**src/rtl/assert_macros.svh**
```systemverilog
// Assertion helpers. Each macro expects clk and rst_n in scope.
`ifndef ASSERT_MACROS_SVH
`define ASSERT_MACROS_SVH

// same-cycle implication
`define B64E_ASSERT_IMP(label, ante, cons) \
    label: assert property (@(posedge clk) disable iff (!rst_n) (ante) |-> (cons)) \
        else $error("assertion failed");

// next-cycle implication
`define B64E_ASSERT_NXT(label, ante, cons) \
    label: assert property (@(posedge clk) disable iff (!rst_n) (ante) |=> (cons)) \
        else $error("assertion failed");

`endif

```
**src/rtl/b64e_pkg.sv**
```systemverilog
package b64e_pkg;

    localparam int GROUP_W = 24;
    localparam logic [7:0] PAD_CHAR = 8'h40;

    typedef struct packed {
        logic [7:0] data_byte;
        logic       last_byte;
    } in_item_t;

    typedef struct packed {
        logic [7:0] out_char;
        logic       last_char;
    } out_item_t;

    // one group of three byte slots, left aligned, with pad count
    typedef struct packed {
        logic [GROUP_W-1:0] word;
        logic [1:0]         npad;
        logic               last;
    } grp_t;

    function automatic logic [7:0] b64e_sym(input logic [5:0] v);
        logic [7:0] r;
        if (v < 6'd10)
            r = 8'h30 + {2'b00, v};
        else if (v < 6'd36)
            r = 8'h41 + {2'b00, v} - 8'd10;
        else if (v < 6'd62)
            r = 8'h61 + {2'b00, v} - 8'd36;
        else if (v == 6'd62)
            r = 8'h5f;
        else
            r = 8'h7e;
        return r;
    endfunction

endpackage

```
**src/rtl/b64e_stream_if.sv**
```systemverilog
interface b64e_stream_if #(
    parameter type payload_t = logic [7:0]
) ();
    logic     valid;
    logic     ready;
    payload_t data;

    modport source (output valid, output data, input ready);
    modport sink (input valid, input data, output ready);
endinterface

```
**src/rtl/base64_custom_alphabet_encoder.sv**
```systemverilog
// Streaming base64-style encoder, alphabet 0-9 A-Z a-z _ ~, pad '@'.
// raw: one byte per item (data_byte, last_byte marks the final byte).
// enc: one character per item (out_char, last_char on the final character).
// Every third byte, or a byte with last_byte set, closes a group that yields
// four characters; short groups are padded with '@'.
// The front holds the partial group and accepts one byte per cycle while the
// group queue (QUEUE_DEPTH entries) has room. The back serializes one
// character per cycle, while enc accepts, from the queue head into an output register.
// The first character of a group passes the queue, the current-group register
// and the output register after the byte closing the group is taken. Throughput
// is set by the one-character-per-cycle output port, four per three-byte group.
// When enc stalls, the output item holds, the queue fills and raw.ready drops
// once QUEUE_DEPTH groups are waiting; bytes that do not close a group still
// need a free queue entry to be taken.
// Reset clears the partial group, the queue and the output valid.
`include "assert_macros.svh"

module base64_custom_alphabet_encoder #(
    parameter int QUEUE_DEPTH = 2
) (
    input  logic          clk,
    input  logic          rst_n,
    b64e_stream_if.sink   raw,
    b64e_stream_if.source enc
);
    import b64e_pkg::*;

    logic grp_valid;
    grp_t grp;
    logic q_ready;
    logic q_valid;
    grp_t q_data;
    logic q_pop;

    b64e_front u_front (
        .clk       (clk),
        .rst_n     (rst_n),
        .raw       (raw),
        .q_ready   (q_ready),
        .grp_valid (grp_valid),
        .grp       (grp)
    );

    b64e_queue #(
        .DEPTH (QUEUE_DEPTH)
    ) u_queue (
        .clk        (clk),
        .rst_n      (rst_n),
        .push       (grp_valid),
        .push_data  (grp),
        .push_ready (q_ready),
        .pop_valid  (q_valid),
        .pop_data   (q_data),
        .pop        (q_pop)
    );

    b64e_back u_back (
        .clk     (clk),
        .rst_n   (rst_n),
        .q_valid (q_valid),
        .q_data  (q_data),
        .q_pop   (q_pop),
        .enc     (enc)
    );

    `B64E_ASSERT_IMP(a_flush_emits, raw.valid && raw.ready && raw.data.last_byte, grp_valid)
    `B64E_ASSERT_IMP(a_short_grp_last, grp_valid && grp.npad != 2'd0, grp.last)
    `B64E_ASSERT_IMP(a_no_push_full, grp_valid, q_ready)
    `B64E_ASSERT_NXT(a_pop_then_out, q_pop, ##1 enc.valid)

endmodule

```
**src/rtl/b64e_queue.sv**
```systemverilog
module b64e_queue #(
    parameter int DEPTH = 2
) (
    input  logic          clk,
    input  logic          rst_n,
    input  logic          push,
    input  b64e_pkg::grp_t push_data,
    output logic          push_ready,
    output logic          pop_valid,
    output b64e_pkg::grp_t pop_data,
    input  logic          pop
);
    import b64e_pkg::*;

    localparam int PTR_W = $clog2(DEPTH);
    localparam int CNT_W = $clog2(DEPTH + 1);

    grp_t             mem [DEPTH];
    logic [PTR_W-1:0] wr_ptr_reg, wr_ptr_next;
    logic [PTR_W-1:0] rd_ptr_reg, rd_ptr_next;
    logic [CNT_W-1:0] count_reg, count_next;
    logic             do_push, do_pop;

    assign push_ready = (count_reg != CNT_W'(DEPTH));
    assign pop_valid  = (count_reg != '0);
    assign pop_data   = mem[rd_ptr_reg];
    assign do_push    = push && push_ready;
    assign do_pop     = pop && pop_valid;

    always_comb
    begin
        wr_ptr_next = wr_ptr_reg;
        rd_ptr_next = rd_ptr_reg;
        count_next  = count_reg;
        if (do_push)
        begin
            wr_ptr_next = (wr_ptr_reg == PTR_W'(DEPTH - 1)) ? '0 : wr_ptr_reg + 1'b1;
        end
        if (do_pop)
        begin
            rd_ptr_next = (rd_ptr_reg == PTR_W'(DEPTH - 1)) ? '0 : rd_ptr_reg + 1'b1;
        end
        if (do_push && !do_pop)
            count_next = count_reg + 1'b1;
        else if (!do_push && do_pop)
            count_next = count_reg - 1'b1;
    end

    always_ff @(posedge clk or negedge rst_n)
    begin
        if (!rst_n)
        begin
            wr_ptr_reg <= '0;
            rd_ptr_reg <= '0;
            count_reg  <= '0;
        end
        else
        begin
            wr_ptr_reg <= wr_ptr_next;
            rd_ptr_reg <= rd_ptr_next;
            count_reg  <= count_next;
        end
    end

    always_ff @(posedge clk)
    begin
        if (do_push)
            mem[wr_ptr_reg] <= push_data;
    end

endmodule

```
**src/rtl/b64e_front.sv**
```systemverilog
module b64e_front (
    input  logic           clk,
    input  logic           rst_n,
    b64e_stream_if.sink    raw,
    input  logic           q_ready,
    output logic           grp_valid,
    output b64e_pkg::grp_t grp
);
    import b64e_pkg::*;

    localparam logic [1:0] FILL_NONE = 2'd0;
    localparam logic [1:0] FILL_ONE  = 2'd1;
    localparam logic [1:0] FILL_TWO  = 2'd2;

    logic [15:0] pend_reg, pend_next;
    logic [1:0]  fill_reg, fill_next;
    logic        accept;
    logic [7:0]  b;

    assign raw.ready = q_ready;
    assign accept    = raw.valid && raw.ready;
    assign b         = raw.data.data_byte;

    always_comb
    begin
        pend_next = pend_reg;
        fill_next = fill_reg;
        grp_valid = 1'b0;
        grp.word  = {pend_reg, b};
        grp.npad  = 2'd0;
        grp.last  = raw.data.last_byte;
        unique case (fill_reg)
            FILL_TWO:
            begin
                grp.npad = 2'd0;
                grp.word = {pend_reg, b};
            end
            FILL_ONE:
            begin
                grp.npad = 2'd1;
                grp.word = {pend_reg[7:0], b, 8'h00};
            end
            default:
            begin
                grp.npad = 2'd2;
                grp.word = {b, 16'h0000};
            end
        endcase
        if (accept)
        begin
            if (fill_reg == FILL_TWO || raw.data.last_byte)
            begin
                grp_valid = 1'b1;
                pend_next = '0;
                fill_next = FILL_NONE;
            end
            else
            begin
                pend_next = {pend_reg[7:0], b};
                fill_next = (fill_reg == FILL_ONE) ? FILL_TWO : FILL_ONE;
            end
        end
    end

    always_ff @(posedge clk or negedge rst_n)
    begin
        if (!rst_n)
        begin
            pend_reg <= '0;
            fill_reg <= FILL_NONE;
        end
        else
        begin
            pend_reg <= pend_next;
            fill_reg <= fill_next;
        end
    end

endmodule

```
**src/rtl/b64e_back.sv**
```systemverilog
module b64e_back (
    input  logic           clk,
    input  logic           rst_n,
    input  logic           q_valid,
    input  b64e_pkg::grp_t q_data,
    output logic           q_pop,
    b64e_stream_if.source  enc
);
    import b64e_pkg::*;

    grp_t       cur_reg, cur_next;
    logic [1:0] idx_reg, idx_next;
    logic       busy_reg, busy_next;
    logic       ovalid_reg, ovalid_next;
    logic [7:0] char_reg, char_next;
    logic       lastc_reg, lastc_next;
    logic       out_free;
    logic [5:0] sel;
    logic       is_pad;

    assign out_free = !ovalid_reg || enc.ready;
    assign q_pop    = q_valid && (!busy_reg || (out_free && idx_reg == 2'd3));
    assign is_pad   = ({1'b0, idx_reg} + {1'b0, cur_reg.npad}) >= 3'd4;

    always_comb
    begin
        unique case (idx_reg)
            2'd0:    sel = cur_reg.word[23:18];
            2'd1:    sel = cur_reg.word[17:12];
            2'd2:    sel = cur_reg.word[11:6];
            default: sel = cur_reg.word[5:0];
        endcase
    end

    always_comb
    begin
        cur_next    = cur_reg;
        idx_next    = idx_reg;
        busy_next   = busy_reg;
        ovalid_next = ovalid_reg;
        char_next   = char_reg;
        lastc_next  = lastc_reg;
        if (busy_reg && out_free)
        begin
            ovalid_next = 1'b1;
            char_next   = is_pad ? PAD_CHAR : b64e_sym(sel);
            lastc_next  = cur_reg.last && (idx_reg == 2'd3);
            idx_next    = idx_reg + 2'd1;
            if (idx_reg == 2'd3)
                busy_next = 1'b0;
        end
        else if (out_free)
        begin
            ovalid_next = 1'b0;
        end
        if (q_pop)
        begin
            cur_next  = q_data;
            idx_next  = 2'd0;
            busy_next = 1'b1;
        end
    end

    always_ff @(posedge clk or negedge rst_n)
    begin
        if (!rst_n)
        begin
            idx_reg    <= '0;
            busy_reg   <= 1'b0;
            ovalid_reg <= 1'b0;
        end
        else
        begin
            idx_reg    <= idx_next;
            busy_reg   <= busy_next;
            ovalid_reg <= ovalid_next;
        end
    end

    always_ff @(posedge clk)
    begin
        cur_reg   <= cur_next;
        char_reg  <= char_next;
        lastc_reg <= lastc_next;
    end

    assign enc.valid          = ovalid_reg;
    assign enc.data.out_char  = char_reg;
    assign enc.data.last_char = lastc_reg;

endmodule

```
**src/flat_wrapper.sv**
```systemverilog
// flat-port wrapper written by rule: the top's interface ports become plain ports
module base64_custom_alphabet_encoder_flat import b64e_pkg::*;
#(
    parameter int QUEUE_DEPTH = 2
)
  (clk, rst_n, raw_valid, raw_data, raw_ready, enc_valid, enc_data, enc_ready);
  b64e_stream_if #(.payload_t(in_item_t)) raw_i ();
  b64e_stream_if #(.payload_t(out_item_t)) enc_i ();
  input  logic clk;
  input  logic rst_n;
  input wire logic [$bits(raw_i.valid)-1:0] raw_valid;
  input wire logic [$bits(raw_i.data)-1:0] raw_data;
  output wire logic [$bits(raw_i.ready)-1:0] raw_ready;
  output wire logic [$bits(enc_i.valid)-1:0] enc_valid;
  output wire logic [$bits(enc_i.data)-1:0] enc_data;
  input wire logic [$bits(enc_i.ready)-1:0] enc_ready;
  assign raw_i.valid = raw_valid;
  assign raw_i.data = raw_data;
  assign raw_ready = raw_i.ready;
  assign enc_valid = enc_i.valid;
  assign enc_data = enc_i.data;
  assign enc_i.ready = enc_ready;
  base64_custom_alphabet_encoder #(.QUEUE_DEPTH(QUEUE_DEPTH)) u_core (.clk(clk), .rst_n(rst_n), .raw(raw_i), .enc(enc_i));
endmodule
```
**config.mk**
```make
export PLATFORM = sky130hd
export DESIGN_NAME = base64_custom_alphabet_encoder_flat
export DESIGN_NICKNAME = d
export VERILOG_FILES = /design/src/rtl/b64e_pkg.sv /design/src/rtl/b64e_stream_if.sv /design/src/rtl/base64_custom_alphabet_encoder.sv /design/src/rtl/b64e_queue.sv /design/src/rtl/b64e_front.sv /design/src/rtl/b64e_back.sv /design/src/flat_wrapper.sv
export VERILOG_INCLUDE_DIRS = /design/src /design/src/rtl
export SDC_FILE = /design/constraint.sdc
export NUM_CORES = 1
export LEC_CHECK = 0
export ABC_AREA = 1
export BUFFER_PORTS_ARGS = -buffer_cell sky130_fd_sc_hd__buf_4
export CORE_MARGIN = 2
export CORE_UTILIZATION = 50
export CTS_CLUSTER_DIAMETER = 100
export DETAILED_ROUTE_END_ITERATION = 7
export HOLD_SLACK_MARGIN = 0.1
export PLACE_DENSITY_LB_ADDON = 0.12
export SLEW_MARGIN = 20
export SYNTH_ARGS = -nofsm -noshare
export SYNTH_HDL_FRONTEND = slang
export SYNTH_SLANG_ARGS = --single-unit
```
**constraint.sdc**
```tcl
create_clock -name clk -period 6.6 [get_ports clk]
set_input_delay 1.32 -clock clk [delete_from_list [all_inputs] [get_ports clk]]
set_output_delay 1.32 -clock clk [all_outputs]
set_load 0.01 [all_outputs]
```
======== After elaboration in Yosys (flattened, before gate mapping) ========
Memory sizes are Yosys's and may differ from the RTL's. A register that Yosys moved wholly into a read port is not among the register bits.
Index checks and enable logic that the tools add are counted.
cells by class
  add/subtract/negate cells ............... 11
  order comparisons ....................... 4
  equal/unequal tests ..................... 7
  muxes and demuxes ....................... 24
  reduce and logical (&&, ||, !) cells .... 23
operator list
  operator                                            number
  one-hot mux 26 bit (2 select lines)                 1
  two-way mux 8 bit                                   3
  one-hot mux 6 bit (3 select lines)                  1
  adder 7 x 6 -> 8 bit, first input constant          2
  two-way mux 16 bit                                  1
  < comparator 6 bit, second input constant           2
  two-way mux 2 bit                                   6
  two-way mux 1 bit                                   11
  nonzero test 2 bit                                  5
  logical AND 1 bit                                   9
  subtractor 8 x 4 -> 8 bit, second input constant    1
  subtractor 8 x 6 -> 8 bit, second input constant    1
  adder 6 x 6 -> 7 bit, first input constant          1
  == test 2 bit, second input constant                3
  == test 6 bit, second input constant                1
  < comparator 6 x 4 -> 1 bit, second input constant  1
  two-way mux 6 bit                                   1
  adder 2 x 1 -> 2 bit, second input constant         2
  == test 2 x 1 -> 1 bit, second input constant       2
  logical NOT 1 bit                                   4
  adder 2 x 2 -> 3 bit                                1
  >= comparator 3 bit, second input constant          1
  logical OR 1 bit                                    3
  adder 1 bit, second input constant                  2
  4 further kinds                                     4
word-level totals
  register bits after elaboration ......... 35
  RAM bits ................................ 54
  input bits .............................. 13
  output and inout bits ................... 11
  word-level logic and storage cells ...... 80
  memories kept ........................... 1
memory list
  memory              depth  width  read ports  clocked after Yosys merged registers in  wr ports  line              source
  u_core.u_queue.mem  2      27     1           1                                        1         b64e_queue.sv:18  grp_t mem [DEPTH];

======== Longest topological paths before layout ========
  depth after elaboration ................. 9
  gate-level depth with buffers ........... 16
  gate-level depth less buffers ........... 16

======== Modules after synthesis ========
A second synthesis with hierarchy kept.
second synthesis, totals
  cell total of the unflattened synthesis .. 519
  area total of the unflattened synthesis .. 5267.6 µm²
by module, submodules not included
  module      instances  cells an instance  area an instance (µm²)  seq. area each (µm²)
  b64e_queue  1          169                2227.1                  1721.7
  b64e_back   1          180                1866.8                  1151.1
  b64e_front  1          170                1173.6                  450.4

======== Worst setup path before layout ========
Ideal clock, no wire load.
  kind .................................... input-to-reg
  from .................................... in raw_valid
  to ...................................... mem u_core.u_queue.mem[1][0] (netlist name) (enable)
  arrival time ............................ 2.858 ns
  path slack .............................. 3.331 ns
  stages on the path ...................... 4
  cell sequence ........................... nand2_1 -> nor2_1 -> inv_1 -> nor2_1
between the ends
  cells in the longest elaborated chain, start to end .. 5
ends and longest elaborated chain
  item                                     line                source
  start: declaration                       flat_wrapper.sv:11  input wire logic [$bits(raw_i.valid)-1:0] raw_valid;
  logical AND 1 bit                        b64e_front.sv:21    assign accept = raw.valid && raw.ready;
  two-way mux 1 bit                        b64e_front.sv:49    if (accept)
  logical AND 1 bit                        b64e_queue.sv:27    assign do_push = push && push_ready;
  net u_core.u_queue.do_push               b64e_queue.sv:22    logic do_push, do_pop;
  two-way mux 1 bit                        b64e_queue.sv:67    if (do_push)
  two-way mux 1 bit (not written as such)  b64e_queue.sv:68    mem[wr_ptr_reg] <= push_data;
  end: declaration                         b64e_queue.sv:18
The timed path passes the listed nets, and every way through them passes these cells.

======== Final worst setup path ========
  from .................................... in raw_valid
  to ...................................... mem u_core.u_queue.mem[1][12] (netlist name) (enable)
The elaborated chain is that of the path after synthesis.

==> impl_metrics.json <==
{
  "via_per_inst": 4.78,
  "grt.total_usage_pct": 17.5,
  "seqCellArea_mm2": 0.00332,
  "tightest_slew_ps": 870,
  "start_util_pct": 50.8,
  "hold_ws_ps": 483,
  "synth_cell_types": 35,
  "crit_arrival_ps": 2910,
  "synth.net_count": 527,
  "cts_resized": 0,
  "final_common_cell": "nand2_1",
  "finalWirelength_um": 8500,
  "die_w_um": 105,
  "grt_pass1_vias": 3149,
  "cts_made_buffers": 17,
  "gp_congestion": 0.806,
  "yosys-top-cells-area": "edfxtp_1, nand2_1, dfrtp_1, a21oi_1, ha_1",
  "largest_register_ff_count": 54,
  "fillCellCount": 840,
  "clock_sinks": 115,
  "insertion_delay_ps": 510,
  "instances_no_fill": 675,
  "drt_iter0_drc": 158,
  "finalPower_mw": 3.21,
  "cts_tree": "yes",
  "fin_crit_ps": 2750,
  "cp_data_required_time_ps": 6770,
  "pre_cts_ws_ps": 3330,
  "grt_overflow_total": 0,
  "dieArea_mm2": 0.0111,
  "dp_hpwl_um": 5830,
  "grt_max_degree": 35,
  "yosys_warnings": 0,
  "power.density_mw_per_mm2": 541,
  "clk_pin_slew_ps": 50,
  "clockRootBuffer": "clkbuf_8",
  "ys_ff_latch": 115,
  "die_h_um": 105,
  "multi_input_area_mm2": 0.00158,
  "nets": 551,
  "fp.coreArea_mm2": 0.0101,
  "ant_nets": 0,
  "endpoint_kind": "register",
  "clock_path_buffers": 2,
  "io_buffers": 22,
  "outcome": "completed",
  "setup_viol": 0,
  "drc": 0,
  "first_pass_iters": 4,
  "cp_max_fo": 34,
  "rsz0062_at_grt": "false",
  "avgSynthCellArea_um2": 10.2,
  "vias": 3225,
  "synth_top_area_cell": "edfxtp_1",
  "p_leak_nw": 2.55,
  "irDropWorstVdd_mv": 0.278,
  "dp_cells": 645,
  "finalMaxSlewViolations": 0,
  "fin_tns_setup_ps": 0,
  "antennaDiodeCount": 0,
  "syn_area_mm2": 0.00515,
  "worstSetupStartpointType": "input pin",
  "num_rows": 37,
  "slew_headroom_pct": 41.9,
  "seq_area_frac_synth_pct": 64.5,
  "ioPinCount": 24,
  "syn_to_final_growth_pct": 15.2,
  "post-cts-setup-buffers": 0,
  "antenna_found_initial": 0,
  "synthCells": 504,
  "fmax_mhz": 364,
  "layout-drive-gt1-share_pct": 14.5,
  "fin_crit_sh_pct": 41.6,
  "cts_hold_buf": 0,
  "cts-htree-levels": 4,
  "worstSetupPathType": "input pin to register",
  "synth_top_area_share_pct": 51.9,
  "timing_hold_violations_final": 0,
  "mostFrequentLayoutCells": "nand2_1, edfxtp_1, inv_1",
  "wl_per_cell_um": 12.6,
  "hp-class": "register to register",
  "grt_pass1_wl_um": 14800,
  "clock_skew_ps": 5.50,
  "setup_ws_ps": 3850,
  "cap_violations": 0
}
-- path summary, 6_finish.rpt --
kind	end	slack, ps	cells after the start	startpoint
worst max-delay path	u_core.u_queue.mem[1][12]	3850	6	raw_valid
worst min-delay path	u_core.u_front.pend_reg[15]	480	2	u_core.u_front.pend_reg[15]
worst max register to register	u_core.u_queue.mem[1][12]	3910	7	u_core.u_front.fill_reg[0]
worst min register to register	u_core.u_front.pend_reg[15]	480	2	u_core.u_front.pend_reg[15]
max in group asynchronous	u_core.u_front.pend_reg[1]	5620	1	rst_n
min in group asynchronous	u_core.u_queue.wr_ptr_reg	720	1	rst_n
-- worst max-delay path: stages --
cell and delay [ps]:
buf_4 80, nand2_1 490, nor2_1 450, inv_1 130, nor2_2 100, buf_4 330
-- cells in the mapped netlist --
master	count
buf_2	1
or2_2	1
o211ai_1	2
xor2_1	3
nor3_2	1
clkbuf_1	15
inv_4	1
edfxtp_1	89
nand3_1	9
nand3b_1	1
conb_1	1
nand4_1	1
or2_1	2
ha_1	10
o21ai_1	4
o21bai_1	1
inv_1	33
o31ai_1	1
nand3_2	2
nand2_1	197
o21ai_0	22
nand2_2	3
xnor2_1	3
nor2_1	20
o21ai_2	4
buf_4	2
inv_2	6
nand2_4	2
buf_6	2
dfrtp_1	26
a21oi_1	27
o21bai_4	2
nor3_1	1
a31oi_1	2
nor2_2	7
-- metal layers --
layer  vias to the layer above  part of all wire, %  GRT usage, %  wire length, um
li1                       1701                    -             -                -
met1                      1465                   46          22.3             3890
met2                        52                   50          27.5             4250
met3                         7                  3.3          5.19              281
met4                         0                 0.93          8.57               79
met5                         -                    0             0                0
-- power by group --
group          leakage (nW)  switching (mW)  internal [mW]
sequential             1.17          0.0810           1.12
clock                 0.255           0.273          0.522
combinational          1.13           0.811          0.401
total                  2.55            1.17           2.05
-- kinds of logic after synthesis --
logic type      synth area share [%]
other cells                   0.0728
simple gates                    19.7
fa+ha+maj                       2.43
flops                           64.5
buf+inv                         4.88
xor+xnor                        1.02
compound gates                  7.39
-- stage by stage --
step                util (%)  instance area, um2
floorplan                  -                5150
global placement        53.4                5410
detailed placement      53.4                5410
CTS                     58.5                5930
global route            58.5                5930
finish                  58.5                5930
-- final cells by class --
class	instances	share of cell area [%]
multi-input cells	329	26.6
repair buffers	25	3.16
clock buffers	21	7.23
well taps	136	2.87
inverters	40	2.57
clock inverters	9	1.52
flip-flops and latches	115	56.0
Power figures use the tool's default switching activity.
